`config.mk`:
```
export PLATFORM = sky130hd
export DESIGN_NAME = tensor_split_router_core
export DESIGN_NICKNAME = d
export VERILOG_FILES = /design/src/design/tsr_pkg.sv /design/src/design/tensor_split_router_core.sv /design/src/design/tsr_queue.sv /design/src/design/tsr_front.sv /design/src/design/tsr_back.sv
export SDC_FILE = /design/constraint.sdc
export NUM_CORES = 2
export LEC_CHECK = 0
export ABC_CLOCK_PERIOD_IN_PS = 13300
export BUFFER_PORTS_ARGS = -buffer_cell sky130_fd_sc_hd__clkbuf_2
export CAP_MARGIN = 15
export CORE_MARGIN = 4
export CORE_UTILIZATION = 46
export DETAILED_ROUTE_END_ITERATION = 16
export GPL_ROUTABILITY_DRIVEN = 0
export PLACE_DENSITY = 0.67
export SLEW_MARGIN = 40
export SYNTH_ARGS = -nofsm -noshare
export SYNTH_HDL_FRONTEND = slang
export SYNTH_SLANG_ARGS = --single-unit
```
`constraint.sdc`:
```
create_clock -name clk -period 13.3 [get_ports clk]
set_input_delay 0.665 -clock clk [delete_from_list [all_inputs] [get_ports clk]]
set_output_delay 0.665 -clock clk [all_outputs]
set_load 0.05 [all_outputs]
```
`src/design/tsr_pkg.sv`:
```
`timescale 1ns / 1ps
`default_nettype none

package tsr_pkg;

	// default sizing of the counters and the output set
	localparam int MAX_OUTPUTS_DEF = 4;
	localparam int INDEX_BITS_DEF  = 24;

	// field widths fixed by the interface
	localparam int SPLIT_REGS = 4;
	localparam int SIZE_W     = 25;
	localparam int NUM_W      = 3;
	localparam int PORT_W     = 2;
	localparam int OFS_W      = 24;
	localparam int ELEM_W     = 32;
	localparam int DATA_W     = 32;
	localparam int ADDR_W     = 5;

	// four segment sizes summed
	localparam int BOUND_W = SIZE_W + 2;

	// divide by three through a reciprocal multiply
	localparam logic [31:0] DIV3_RECIP = 32'hAAAA_AAAB;
	localparam int          DIV3_SHIFT = 33;
	localparam int          PROD_W     = SIZE_W + 32;

	// front to back queue
	localparam int QDEPTH = 4;
	localparam int QPTR_W = 2;

	// cycles the boundary pipeline needs after a register write
	localparam int SETTLE_CYCLES = 3;
	localparam int SETTLE_W      = 2;

	// register map
	typedef enum logic [2:0] {
		REG_INNER_SIZE     = 3'd0,
		REG_AXIS_LENGTH    = 3'd1,
		REG_NUM_OUTPUTS    = 3'd2,
		REG_EXPLICIT_SPLIT = 3'd3,
		REG_SPLIT_SIZE_0   = 3'd4,
		REG_SPLIT_SIZE_1   = 3'd5,
		REG_SPLIT_SIZE_2   = 3'd6,
		REG_SPLIT_SIZE_3   = 3'd7
	} reg_idx_t;

	// configuration seen by the front
	typedef struct packed {
		logic [SIZE_W-1:0]                  inner_size;
		logic [SIZE_W-1:0]                  axis_length;
		logic [NUM_W-1:0]                   num_outputs;
		logic                               explicit_split;
		logic [SPLIT_REGS-1:0][SIZE_W-1:0]  split_size;
	} cfg_t;

	// classified word passed from front to back
	typedef struct packed {
		logic              hit;
		logic [PORT_W-1:0] port;
		logic [ELEM_W-1:0] elem;
		logic              last;
	} word_t;

	// outputs actually usable: bounded by the split registers
	function automatic int out_limit(input int max_outputs);
		int lim;
		lim = (max_outputs < SPLIT_REGS) ? max_outputs : SPLIT_REGS;
		return lim;
	endfunction

endpackage

`default_nettype wire

```
`src/design/tensor_split_router_core.sv`:
```
// Tensor split router: routes a row-major element stream to up to four outputs
// along one split axis.
// Input channel: element and last are taken when push is high and full is low.
// Result channel: while empty is low, output_number, offset and element_out
// hold the oldest routed word; it leaves when pop is high.
// Elements whose axis position lies past the last segment produce no word.
// Configuration goes through the APB port (register i at byte address 4*i).
// The user must write it only while the block is idle; the block itself
// does not enforce this. Throughput is one element per cycle while full is
// low; a routed word passes through the queue and the output register before
// it reaches the result ports. A four-word queue between the classifier and
// the offset stage plus the output register lets either side stall on its
// own; when pop stays low the queue fills and full rises. Segment boundaries
// come from a three-stage pipeline (reciprocal multiply, segment length,
// running sum), so full stays high after reset and after each register write.
// Reset clears all position and offset counters and loads the register
// defaults; a last element clears the counters after it is routed.
`timescale 1ns / 1ps
`default_nettype none

module tensor_split_router_core #(
	parameter int MAX_OUTPUTS = tsr_pkg::MAX_OUTPUTS_DEF,
	parameter int INDEX_BITS  = tsr_pkg::INDEX_BITS_DEF
) (
	input  wire logic                        clk,
	input  wire logic                        arst_n,
	// configuration
	input  wire logic                        psel,
	input  wire logic                        penable,
	input  wire logic                        pwrite,
	input  wire logic [tsr_pkg::ADDR_W-1:0]  paddr,
	input  wire logic [tsr_pkg::DATA_W-1:0]  pwdata,
	output logic [tsr_pkg::DATA_W-1:0]       prdata,
	output logic                             pready,
	// input words
	input  wire logic                        push,
	output logic                             full,
	input  wire logic [tsr_pkg::ELEM_W-1:0]  element,
	input  wire logic                        last,
	// result words
	output logic                             empty,
	input  wire logic                        pop,
	output logic [tsr_pkg::PORT_W-1:0]       output_number,
	output logic [tsr_pkg::OFS_W-1:0]        offset,
	output logic [tsr_pkg::ELEM_W-1:0]       element_out
);
	import tsr_pkg::*;

	cfg_t     cfg_q;
	logic     cfg_wr;
	reg_idx_t reg_idx;
	logic     q_push;
	word_t    q_wdata;
	logic     q_full;
	logic     q_pop;
	word_t    q_rdata;
	logic     q_empty;

	// register decode
	assign pready  = 1'b1;
	assign cfg_wr  = psel && penable && pwrite && pready;
	assign reg_idx = reg_idx_t'(paddr[ADDR_W-1:2]);

	always_ff @(posedge clk or negedge arst_n) begin
		if (!arst_n) begin
			cfg_q.inner_size     <= SIZE_W'(1);
			cfg_q.axis_length    <= SIZE_W'(1);
			cfg_q.num_outputs    <= NUM_W'(1);
			cfg_q.explicit_split <= 1'b0;
			cfg_q.split_size     <= '0;
		end else if (cfg_wr) begin
			case (reg_idx)
				REG_INNER_SIZE:     cfg_q.inner_size     <= pwdata[SIZE_W-1:0];
				REG_AXIS_LENGTH:    cfg_q.axis_length    <= pwdata[SIZE_W-1:0];
				REG_NUM_OUTPUTS:    cfg_q.num_outputs    <= pwdata[NUM_W-1:0];
				REG_EXPLICIT_SPLIT: cfg_q.explicit_split <= pwdata[0];
				REG_SPLIT_SIZE_0:   cfg_q.split_size[0]  <= pwdata[SIZE_W-1:0];
				REG_SPLIT_SIZE_1:   cfg_q.split_size[1]  <= pwdata[SIZE_W-1:0];
				REG_SPLIT_SIZE_2:   cfg_q.split_size[2]  <= pwdata[SIZE_W-1:0];
				REG_SPLIT_SIZE_3:   cfg_q.split_size[3]  <= pwdata[SIZE_W-1:0];
				default: ;
			endcase
		end
	end

	// register readback
	always_comb begin
		case (reg_idx)
			REG_INNER_SIZE:     prdata = DATA_W'(cfg_q.inner_size);
			REG_AXIS_LENGTH:    prdata = DATA_W'(cfg_q.axis_length);
			REG_NUM_OUTPUTS:    prdata = DATA_W'(cfg_q.num_outputs);
			REG_EXPLICIT_SPLIT: prdata = DATA_W'(cfg_q.explicit_split);
			REG_SPLIT_SIZE_0:   prdata = DATA_W'(cfg_q.split_size[0]);
			REG_SPLIT_SIZE_1:   prdata = DATA_W'(cfg_q.split_size[1]);
			REG_SPLIT_SIZE_2:   prdata = DATA_W'(cfg_q.split_size[2]);
			REG_SPLIT_SIZE_3:   prdata = DATA_W'(cfg_q.split_size[3]);
			default:            prdata = '0;
		endcase
	end

	// classifier and position counters
	tsr_front #(
		.MAX_OUTPUTS (MAX_OUTPUTS),
		.INDEX_BITS  (INDEX_BITS)
	) u_front (
		.clk     (clk),
		.arst_n  (arst_n),
		.cfg     (cfg_q),
		.cfg_wr  (cfg_wr),
		.push    (push),
		.element (element),
		.last    (last),
		.full    (full),
		.q_full  (q_full),
		.q_push  (q_push),
		.q_word  (q_wdata)
	);

	// decoupling queue
	tsr_queue u_queue (
		.clk    (clk),
		.arst_n (arst_n),
		.wr     (q_push),
		.wdata  (q_wdata),
		.full   (q_full),
		.rd     (q_pop),
		.rdata  (q_rdata),
		.empty  (q_empty)
	);

	// offset counters and result register
	tsr_back #(
		.MAX_OUTPUTS (MAX_OUTPUTS),
		.INDEX_BITS  (INDEX_BITS)
	) u_back (
		.clk           (clk),
		.arst_n        (arst_n),
		.q_word        (q_rdata),
		.q_empty       (q_empty),
		.q_pop         (q_pop),
		.pop           (pop),
		.empty         (empty),
		.output_number (output_number),
		.offset        (offset),
		.element_out   (element_out)
	);

endmodule

`default_nettype wire

```
`src/design/tsr_queue.sv`:
```
`timescale 1ns / 1ps
`default_nettype none

module tsr_queue (
	input  wire logic          clk,
	input  wire logic          arst_n,
	input  wire logic          wr,
	input  tsr_pkg::word_t     wdata,
	output logic               full,
	input  wire logic          rd,
	output tsr_pkg::word_t     rdata,
	output logic               empty
);
	import tsr_pkg::*;

	word_t             mem_q [QDEPTH];
	logic [QPTR_W-1:0] wr_ptr_q;
	logic [QPTR_W-1:0] rd_ptr_q;
	logic [QPTR_W:0]   count_q;
	logic              do_wr;
	logic              do_rd;

	assign full  = (count_q == (QPTR_W+1)'(QDEPTH));
	assign empty = (count_q == '0);
	assign do_wr = wr && !full;
	assign do_rd = rd && !empty;
	assign rdata = mem_q[rd_ptr_q];

	// storage
	always_ff @(posedge clk) begin
		if (do_wr) begin
			mem_q[wr_ptr_q] <= wdata;
		end
	end

	// pointers and fill level
	always_ff @(posedge clk or negedge arst_n) begin
		if (!arst_n) begin
			wr_ptr_q <= '0;
			rd_ptr_q <= '0;
			count_q  <= '0;
		end else begin
			if (do_wr) begin
				wr_ptr_q <= wr_ptr_q + 1'b1;
			end
			if (do_rd) begin
				rd_ptr_q <= rd_ptr_q + 1'b1;
			end
			if (do_wr && !do_rd) begin
				count_q <= count_q + 1'b1;
			end else if (do_rd && !do_wr) begin
				count_q <= count_q - 1'b1;
			end
		end
	end

	// fill level stays within depth
	a_count_bound: assert property (@(posedge clk) disable iff (!arst_n)
		count_q <= (QPTR_W+1)'(QDEPTH))
		else $error("queue fill level above depth");

	// front never writes into a full queue
	a_no_overflow: assert property (@(posedge clk) disable iff (!arst_n)
		wr |-> !full)
		else $error("queue written while full");

endmodule

`default_nettype wire

```
`src/design/tsr_front.sv`:
```
`timescale 1ns / 1ps
`default_nettype none

module tsr_front #(
	parameter int MAX_OUTPUTS = tsr_pkg::MAX_OUTPUTS_DEF,
	parameter int INDEX_BITS  = tsr_pkg::INDEX_BITS_DEF
) (
	input  wire logic                        clk,
	input  wire logic                        arst_n,
	input  tsr_pkg::cfg_t                    cfg,
	input  wire logic                        cfg_wr,
	input  wire logic                        push,
	input  wire logic [tsr_pkg::ELEM_W-1:0]  element,
	input  wire logic                        last,
	output logic                             full,
	input  wire logic                        q_full,
	output logic                             q_push,
	output tsr_pkg::word_t                   q_word
);
	import tsr_pkg::*;

	localparam int OUT_LIMIT = out_limit(MAX_OUTPUTS);
	localparam int CW = (INDEX_BITS + 1 > BOUND_W) ? INDEX_BITS + 1 : BOUND_W;
	localparam logic [CW-1:0] SPAN = CW'(64'd1 << INDEX_BITS);

	logic [SETTLE_W-1:0]   settle_q;
	logic                  busy;
	logic [CW-1:0]         eff_inner;
	logic [CW-1:0]         eff_axis_w;
	logic [SIZE_W-1:0]     eff_axis;
	logic [NUM_W-1:0]      n_eff;
	logic [PROD_W-1:0]     prod_s1;
	logic [SIZE_W-1:0]     axis_s1;
	logic [NUM_W-1:0]      n_s1;
	logic [SIZE_W-1:0]     avg_d;
	logic [SIZE_W-1:0]     avg_s2;
	logic [BOUND_W-1:0]    bound_d  [OUT_LIMIT];
	logic [BOUND_W-1:0]    bound_s3 [OUT_LIMIT];
	logic                  hit;
	logic [PORT_W-1:0]     port;
	logic [INDEX_BITS-1:0] inner_q;
	logic [INDEX_BITS-1:0] axis_q;
	logic [CW-1:0]         inner_inc;
	logic [CW-1:0]         axis_inc;

	// sizes clamped to the counter span, output count clamped to the usable range
	assign eff_inner  = (CW'(cfg.inner_size) > SPAN) ? SPAN : CW'(cfg.inner_size);
	assign eff_axis_w = (CW'(cfg.axis_length) > SPAN) ? SPAN : CW'(cfg.axis_length);
	assign eff_axis   = eff_axis_w[SIZE_W-1:0];

	always_comb begin
		if (cfg.num_outputs == '0) begin
			n_eff = NUM_W'(1);
		end else if (cfg.num_outputs > NUM_W'(OUT_LIMIT)) begin
			n_eff = NUM_W'(OUT_LIMIT);
		end else begin
			n_eff = cfg.num_outputs;
		end
	end

	// hold off input while the boundaries catch up with the registers
	assign busy = (settle_q != '0);

	always_ff @(posedge clk or negedge arst_n) begin
		if (!arst_n) begin
			settle_q <= SETTLE_W'(SETTLE_CYCLES);
		end else if (cfg_wr) begin
			settle_q <= SETTLE_W'(SETTLE_CYCLES);
		end else if (busy) begin
			settle_q <= settle_q - 1'b1;
		end
	end

	// boundary stage 1: reciprocal multiply for the three-way split
	always_ff @(posedge clk) begin
		prod_s1 <= PROD_W'(eff_axis) * PROD_W'(DIV3_RECIP);
		axis_s1 <= eff_axis;
		n_s1    <= n_eff;
	end

	// boundary stage 2: equal segment length
	always_comb begin
		case (n_s1)
			NUM_W'(2): avg_d = axis_s1 >> 1;
			NUM_W'(3): avg_d = SIZE_W'(prod_s1 >> DIV3_SHIFT);
			NUM_W'(4): avg_d = axis_s1 >> 2;
			default:   avg_d = axis_s1;
		endcase
	end

	always_ff @(posedge clk) begin
		avg_s2 <= avg_d;
	end

	// boundary stage 3: running end of each segment
	always_comb begin
		logic [BOUND_W-1:0] acc;
		acc = '0;
		for (int k = 0; k < OUT_LIMIT; k++) begin
			acc = acc + (cfg.explicit_split ? BOUND_W'(cfg.split_size[k])
			                                : BOUND_W'(avg_s2));
			bound_d[k] = acc;
		end
	end

	always_ff @(posedge clk) begin
		for (int k = 0; k < OUT_LIMIT; k++) begin
			bound_s3[k] <= bound_d[k];
		end
	end

	// first segment whose end lies past the axis position
	always_comb begin
		hit  = 1'b0;
		port = '0;
		for (int k = OUT_LIMIT - 1; k >= 0; k--) begin
			if ((NUM_W'(k) < n_eff) && (CW'(axis_q) < CW'(bound_s3[k]))) begin
				hit  = 1'b1;
				port = PORT_W'(k);
			end
		end
	end

	assign full   = q_full || busy;
	assign q_push = push && !full;
	assign q_word = '{hit: hit, port: port, elem: element, last: last};

	// row-major position counters
	assign inner_inc = CW'(inner_q) + CW'(1);
	assign axis_inc  = CW'(axis_q) + CW'(1);

	always_ff @(posedge clk or negedge arst_n) begin
		if (!arst_n) begin
			inner_q <= '0;
			axis_q  <= '0;
		end else if (q_push) begin
			if (last) begin
				inner_q <= '0;
				axis_q  <= '0;
			end else if (inner_inc >= eff_inner) begin
				inner_q <= '0;
				if (axis_inc >= eff_axis_w) begin
					axis_q <= '0;
				end else begin
					axis_q <= INDEX_BITS'(axis_inc);
				end
			end else begin
				inner_q <= INDEX_BITS'(inner_inc);
			end
		end
	end

	// no word enters the queue before the boundaries are valid
	a_settle_blocks: assert property (@(posedge clk) disable iff (!arst_n)
		busy |-> !q_push)
		else $error("word accepted while boundaries settle");

	// a final element restarts the position
	a_last_clears: assert property (@(posedge clk) disable iff (!arst_n)
		(q_push && last) |=> (inner_q == '0 && axis_q == '0))
		else $error("position not cleared after final element");

endmodule

`default_nettype wire

```
`src/design/tsr_back.sv`:
```
`timescale 1ns / 1ps
`default_nettype none

module tsr_back #(
	parameter int MAX_OUTPUTS = tsr_pkg::MAX_OUTPUTS_DEF,
	parameter int INDEX_BITS  = tsr_pkg::INDEX_BITS_DEF
) (
	input  wire logic                        clk,
	input  wire logic                        arst_n,
	input  tsr_pkg::word_t                   q_word,
	input  wire logic                        q_empty,
	output logic                             q_pop,
	input  wire logic                        pop,
	output logic                             empty,
	output logic [tsr_pkg::PORT_W-1:0]       output_number,
	output logic [tsr_pkg::OFS_W-1:0]        offset,
	output logic [tsr_pkg::ELEM_W-1:0]       element_out
);
	import tsr_pkg::*;

	localparam int OUT_LIMIT = out_limit(MAX_OUTPUTS);

	logic [INDEX_BITS-1:0] ofs_q [OUT_LIMIT];
	logic [INDEX_BITS-1:0] ofs_sel;
	logic                  ofs_zero;
	logic                  out_valid_q;
	logic [PORT_W-1:0]     out_port_q;
	logic [OFS_W-1:0]      out_ofs_q;
	logic [ELEM_W-1:0]     out_elem_q;
	logic                  slot_free;
	logic                  load;

	// running offset of the addressed output
	always_comb begin
		ofs_sel  = '0;
		ofs_zero = 1'b1;
		for (int k = 0; k < OUT_LIMIT; k++) begin
			if (q_word.port == PORT_W'(k)) begin
				ofs_sel = ofs_q[k];
			end
			if (ofs_q[k] != '0) begin
				ofs_zero = 1'b0;
			end
		end
	end

	// dropped words retire at once, routed ones wait for the output slot
	assign slot_free = !out_valid_q || pop;
	assign q_pop     = !q_empty && (!q_word.hit || slot_free);
	assign load      = q_pop && q_word.hit;

	// per-output offset counters
	always_ff @(posedge clk or negedge arst_n) begin
		if (!arst_n) begin
			for (int k = 0; k < OUT_LIMIT; k++) begin
				ofs_q[k] <= '0;
			end
		end else if (q_pop) begin
			for (int k = 0; k < OUT_LIMIT; k++) begin
				if (q_word.last) begin
					ofs_q[k] <= '0;
				end else if (q_word.hit && (q_word.port == PORT_W'(k))) begin
					ofs_q[k] <= ofs_q[k] + INDEX_BITS'(1);
				end
			end
		end
	end

	// output register
	always_ff @(posedge clk or negedge arst_n) begin
		if (!arst_n) begin
			out_valid_q <= 1'b0;
		end else if (load) begin
			out_valid_q <= 1'b1;
		end else if (pop) begin
			out_valid_q <= 1'b0;
		end
	end

	always_ff @(posedge clk) begin
		if (load) begin
			out_port_q <= q_word.port;
			out_ofs_q  <= OFS_W'(ofs_sel);
			out_elem_q <= q_word.elem;
		end
	end

	assign empty         = !out_valid_q;
	assign output_number = out_port_q;
	assign offset        = out_ofs_q;
	assign element_out   = out_elem_q;

	// every offset restarts after a final element
	a_offsets_cleared: assert property (@(posedge clk) disable iff (!arst_n)
		(q_pop && q_word.last) |=> ofs_zero)
		else $error("offsets not cleared after final element");

endmodule

`default_nettype wire
```
==> impl_metrics.ini <==
[run_status]
status = finished, final reports clean

[logic_synthesis]
synth_adder_area_share_pct = 20.9
postSynthCellCount = 4103
async_reset_ff_share_pct = 44.5
synth_edf_count = 202
syn_area_mm2 = 0.0437
avgSynthCellArea_um2 = 10.6
synth_top_family_by_area = adder cells
yosysWarningCount = 0
synth.ff_latch_count = 692
area_share_of_xor_xnor_cells_in_the_synthesized_design_pct = 4.31
synthMuxAreaShare_pct = 8.64
synth_compound_gate_area_share_pct = 9.75
dominantRegCellSynth = sky130_fd_sc_hd__dfrtp_1
synth.yosys.seq_area_share_pct = 39.9
yosys.cell_types.count = 88
synth_simple_gate_area_share_pct = 11.3

[timing]
setup-tns-final_ps = 0
rsz_0062_raised_after_global_routing = false
timing.slew.headroom_pct = 45.2
layout_worst_path_cycle_share_pct = 73.2
finalClockSkew_ps = 39.4
setup_viol_count_final = 0
layout_min_cycle_time_ps = 9740
tightest_slew_ps = 817
max_clock_freq_mhz = 103
finalMaxSlewViolations = 0
whs_ps = 230
finalHoldViolCount = 0

[worst_setup_path]
crit_path_buf_inv_count = 6
cp-end-kind = flip-flop
critical-path-top-delay-family = adder cells
critical-path-slowest-cell = sky130_fd_sc_hd__fa_1
slowest_delay_ps = 790
critical_path.most_common_cell = sky130_fd_sc_hd__fa_1
worst-endpoint-required_ps = 13800
critical_path.startpoint_type = flip-flop
worst_path_class_setup = flip-flop to flip-flop
cp_max_fo = 20
worst-endpoint-arrival_ps = 10240

[die]
core.rowCount = 112
floorplan.core_area_mm2 = 0.0937
io_pins = 170
chipHeight_um = 316
fp.dieArea_mm2 = 0.0999
die_width_um = 316
initial_utilization_pct = 46.6

[drt]
wirelength_met1_um = 48800
detail_route.iter0.violations = 2146
route.final.wire_length_um = 108000
maxUsedRoutingLayer = met5
met3_length_um = 7180
detail_route.wl_per_cell_um = 19.4
drt_first_pass_iters = 7
route.vias.total = 30500
avgViaCountPerCell = 5.48
met2_length_um = 49300
antenna_left = 0
drc = 0

[clock_network]
ctsHtreeMaxLevel = 3
cts_buffers = 75
cts.path.max_buffers = 3
tritoncts = done
clkSlewWorstSetupHoldPaths_ps = 60
buffer_type_at_the_clock_tree_root = sky130_fd_sc_hd__clkbuf_16
post-cts-setup-buffers = 0
clock_sinks = 692
cts_repair_resize_count = 0
clk-insertion-delay-late_ps = 640
number_of_buffers_inserted_for_hold_repair_after_clock_tree_synthesis = 0

[grt]
largest_net_degree_at_the_start_of_global_routing = 97
grt_overflow_total = 0
first_global_vias = 29700
number_of_antenna_violations_at_the_first_check_in_global_routing = 6
globalRouteTotalUtil_pct = 21.6
global_route_wire_length_before_repair_um = 168000

[placed_design]
numPortBuffers = 152
dp.final_hpwl_um = 81600

[layout]
flow.area_growth_from_synthesis_pct = 10.6
drive_above_1_share_pct = 13.5
seq_area_mm2 = 0.0174
multi_input_gate_area_in_the_final_layout_mm2 = 0.0240
final_net_count = 4944
fillers = 8288

[power_and_ir_drop]
vdd.ir_drop.worst_mv = 0.239
power.density_mw_per_mm2 = 282
power_leakage_uw = 0.0230

[flow_run]
max_cap_violations = 0

[worst_hold_path]
hp-class = input port to flip-flop
==> metal layers <==
metal | up-vias | global-route usage, %
met5 | - | 0
met4 | 6 | 5.44
met3 | 139 | 4.52
met2 | 819 | 34.6
met1 | 15000 | 30.1
li1 | 14500 | -
==> synth_stat cells, types with 47 or more instances <==
cell / number / area share (%)
sky130_fd_sc_hd__nand2_1: 471 / 4.0
sky130_fd_sc_hd__nand4_1: 47 / 0.67
sky130_fd_sc_hd__a21o_1: 70 / 1.2
sky130_fd_sc_hd__fa_1: 180 / 8.3
sky130_fd_sc_hd__mux4_2: 69 / 3.6
sky130_fd_sc_hd__mux2_2: 172 / 4.4
sky130_fd_sc_hd__o21ai_0: 182 / 2.1
sky130_fd_sc_hd__nand3_1: 61 / 0.70
sky130_fd_sc_hd__a21oi_1: 175 / 2.0
sky130_fd_sc_hd__clkbuf_1: 88 / 0.76
sky130_fd_sc_hd__edfxtp_1: 202 / 14
sky130_fd_sc_hd__xnor2_1: 102 / 2.0
sky130_fd_sc_hd__xor2_1: 111 / 2.2
sky130_fd_sc_hd__inv_1: 463 / 4.0
sky130_fd_sc_hd__dfrtp_1: 303 / 17
sky130_fd_sc_hd__ha_1: 440 / 13
sky130_fd_sc_hd__dfxtp_1: 182 / 8.3
sky130_fd_sc_hd__nor2_1: 171 / 1.5
sky130_fd_sc_hd__nand2b_1: 70 / 1.0
==> worst paths after layout <==
check | to | startpoint | slack, ps | cells after the start
min in group asynchronous | u_queue.rd_ptr_q[1]$_DFFE_PN0P_ | arst_n | 500 | 2
hold / removal | u_queue.mem_q[3][13]$_DFFE_PP_ | element[12] | 230 | 1
hold reg to reg | u_front.avg_s2[24]$_DFF_P_ | u_front.axis_s1[24]$_DFF_P_ | 480 | 2
setup reg to reg | u_front.prod_s1[52]$_DFF_P_ | cfg_q[110]$_DFFE_PN0P_ | 3560 | 28
max in group asynchronous | cfg_q[70]$_DFFE_PN0P_ | arst_n | 11030 | 4
setup / recovery | u_front.prod_s1[52]$_DFF_P_ | cfg_q[110]$_DFFE_PN0P_ | 3560 | 28
==> per-stage QoR <==
stage	util [%]	worst slack, ps	std cells	power, uW	area, um^2
after CTS	51.4	3760	5558	13700	48200
after detailed placement	48.8	3840	5419	11600	45800
final	51.5	3560	5567	13600	48300
after global placement	48.8	3860	5419	11400	45700
after global routing	51.5	3120	5563	15000	48300
after floorplan	-	5090	4109	9650	43700
==> cell type report <==
class	instances	area share, %
tap	1254	3.25
antenna	4	0.0207
inverter	467	3.63
multi-input combinational	2827	49.8
timing repair buffer	184	2.28
sequential	692	36.1
clock inverter	39	0.842
clock buffer	100	4.12
==> sequential cells by signal, indices dropped and copies added (netlist names), 24 cells and up <==
register / count
cfg_q: 154
u_queue.mem_q: 144
u_front.bound_s3: 105
u_back.ofs_q: 96
u_back.element_out: 32
u_front.avg_s2: 25
u_front.prod_s1: 25
u_back.offset: 24
u_front.axis_q: 24
u_front.axis_s1: 24
u_front.inner_q: 24
==> power by group <==
part	switching, uW	leakage, uW	internal [uW]
clock	898	0.00117	1150
sequential	302	0.00746	2820
combinational	5040	0.0143	3430
total	6240	0.0230	7390
==> placed cells by master (no fill, tap or decap), types with 15 or more instances in the layout <==
| cell type | n |
|---|---|
| sky130_fd_sc_hd__nand2_1 | 471 |
| sky130_fd_sc_hd__inv_1 | 462 |
| sky130_fd_sc_hd__ha_1 | 440 |
| sky130_fd_sc_hd__dfrtp_1 | 301 |
| sky130_fd_sc_hd__edfxtp_1 | 202 |
| sky130_fd_sc_hd__dfxtp_1 | 181 |
| sky130_fd_sc_hd__fa_1 | 180 |
| sky130_fd_sc_hd__o21ai_0 | 179 |
| sky130_fd_sc_hd__a21oi_1 | 175 |
| sky130_fd_sc_hd__mux2_2 | 172 |
| sky130_fd_sc_hd__nor2_1 | 164 |
| sky130_fd_sc_hd__clkbuf_2 | 150 |
| sky130_fd_sc_hd__xor2_1 | 111 |
| sky130_fd_sc_hd__xnor2_1 | 102 |
| sky130_fd_sc_hd__clkbuf_16 | 76 |
| sky130_fd_sc_hd__nand2b_1 | 70 |
| sky130_fd_sc_hd__a21o_1 | 70 |
| sky130_fd_sc_hd__mux4_2 | 69 |
| sky130_fd_sc_hd__nand3_1 | 61 |
| sky130_fd_sc_hd__nand4_1 | 47 |
| sky130_fd_sc_hd__o22ai_1 | 44 |
| sky130_fd_sc_hd__and3_1 | 43 |
| sky130_fd_sc_hd__nor2b_1 | 35 |
| sky130_fd_sc_hd__nor3_1 | 29 |
| sky130_fd_sc_hd__mux2i_1 | 28 |
| sky130_fd_sc_hd__or3_1 | 26 |
| sky130_fd_sc_hd__clkbuf_1 | 23 |
| sky130_fd_sc_hd__buf_4 | 23 |
| sky130_fd_sc_hd__o21a_1 | 21 |
| sky130_fd_sc_hd__o211ai_1 | 21 |
| sky130_fd_sc_hd__nor4_1 | 20 |
| sky130_fd_sc_hd__o31ai_1 | 19 |
| sky130_fd_sc_hd__o21bai_1 | 19 |
| sky130_fd_sc_hd__a22oi_1 | 18 |
| sky130_fd_sc_hd__and2_1 | 16 |
| sky130_fd_sc_hd__clkinv_1 | 15 |
| sky130_fd_sc_hd__a22o_1 | 15 |
==> kinds of logic (layout without fill, tap and decap cells) <==
kind of cell	Yosys count	count (layout)
AOI/OAI and AO/OA	675	675
buffers and inverters	590	790
DFF	692	692
xor gates and xnor gates	214	214
and+or+nand+nor	1041	1041
other	2	12
muxes	269	269
adders and majority gates	620	620
Power figures use the tool's default switching activity.
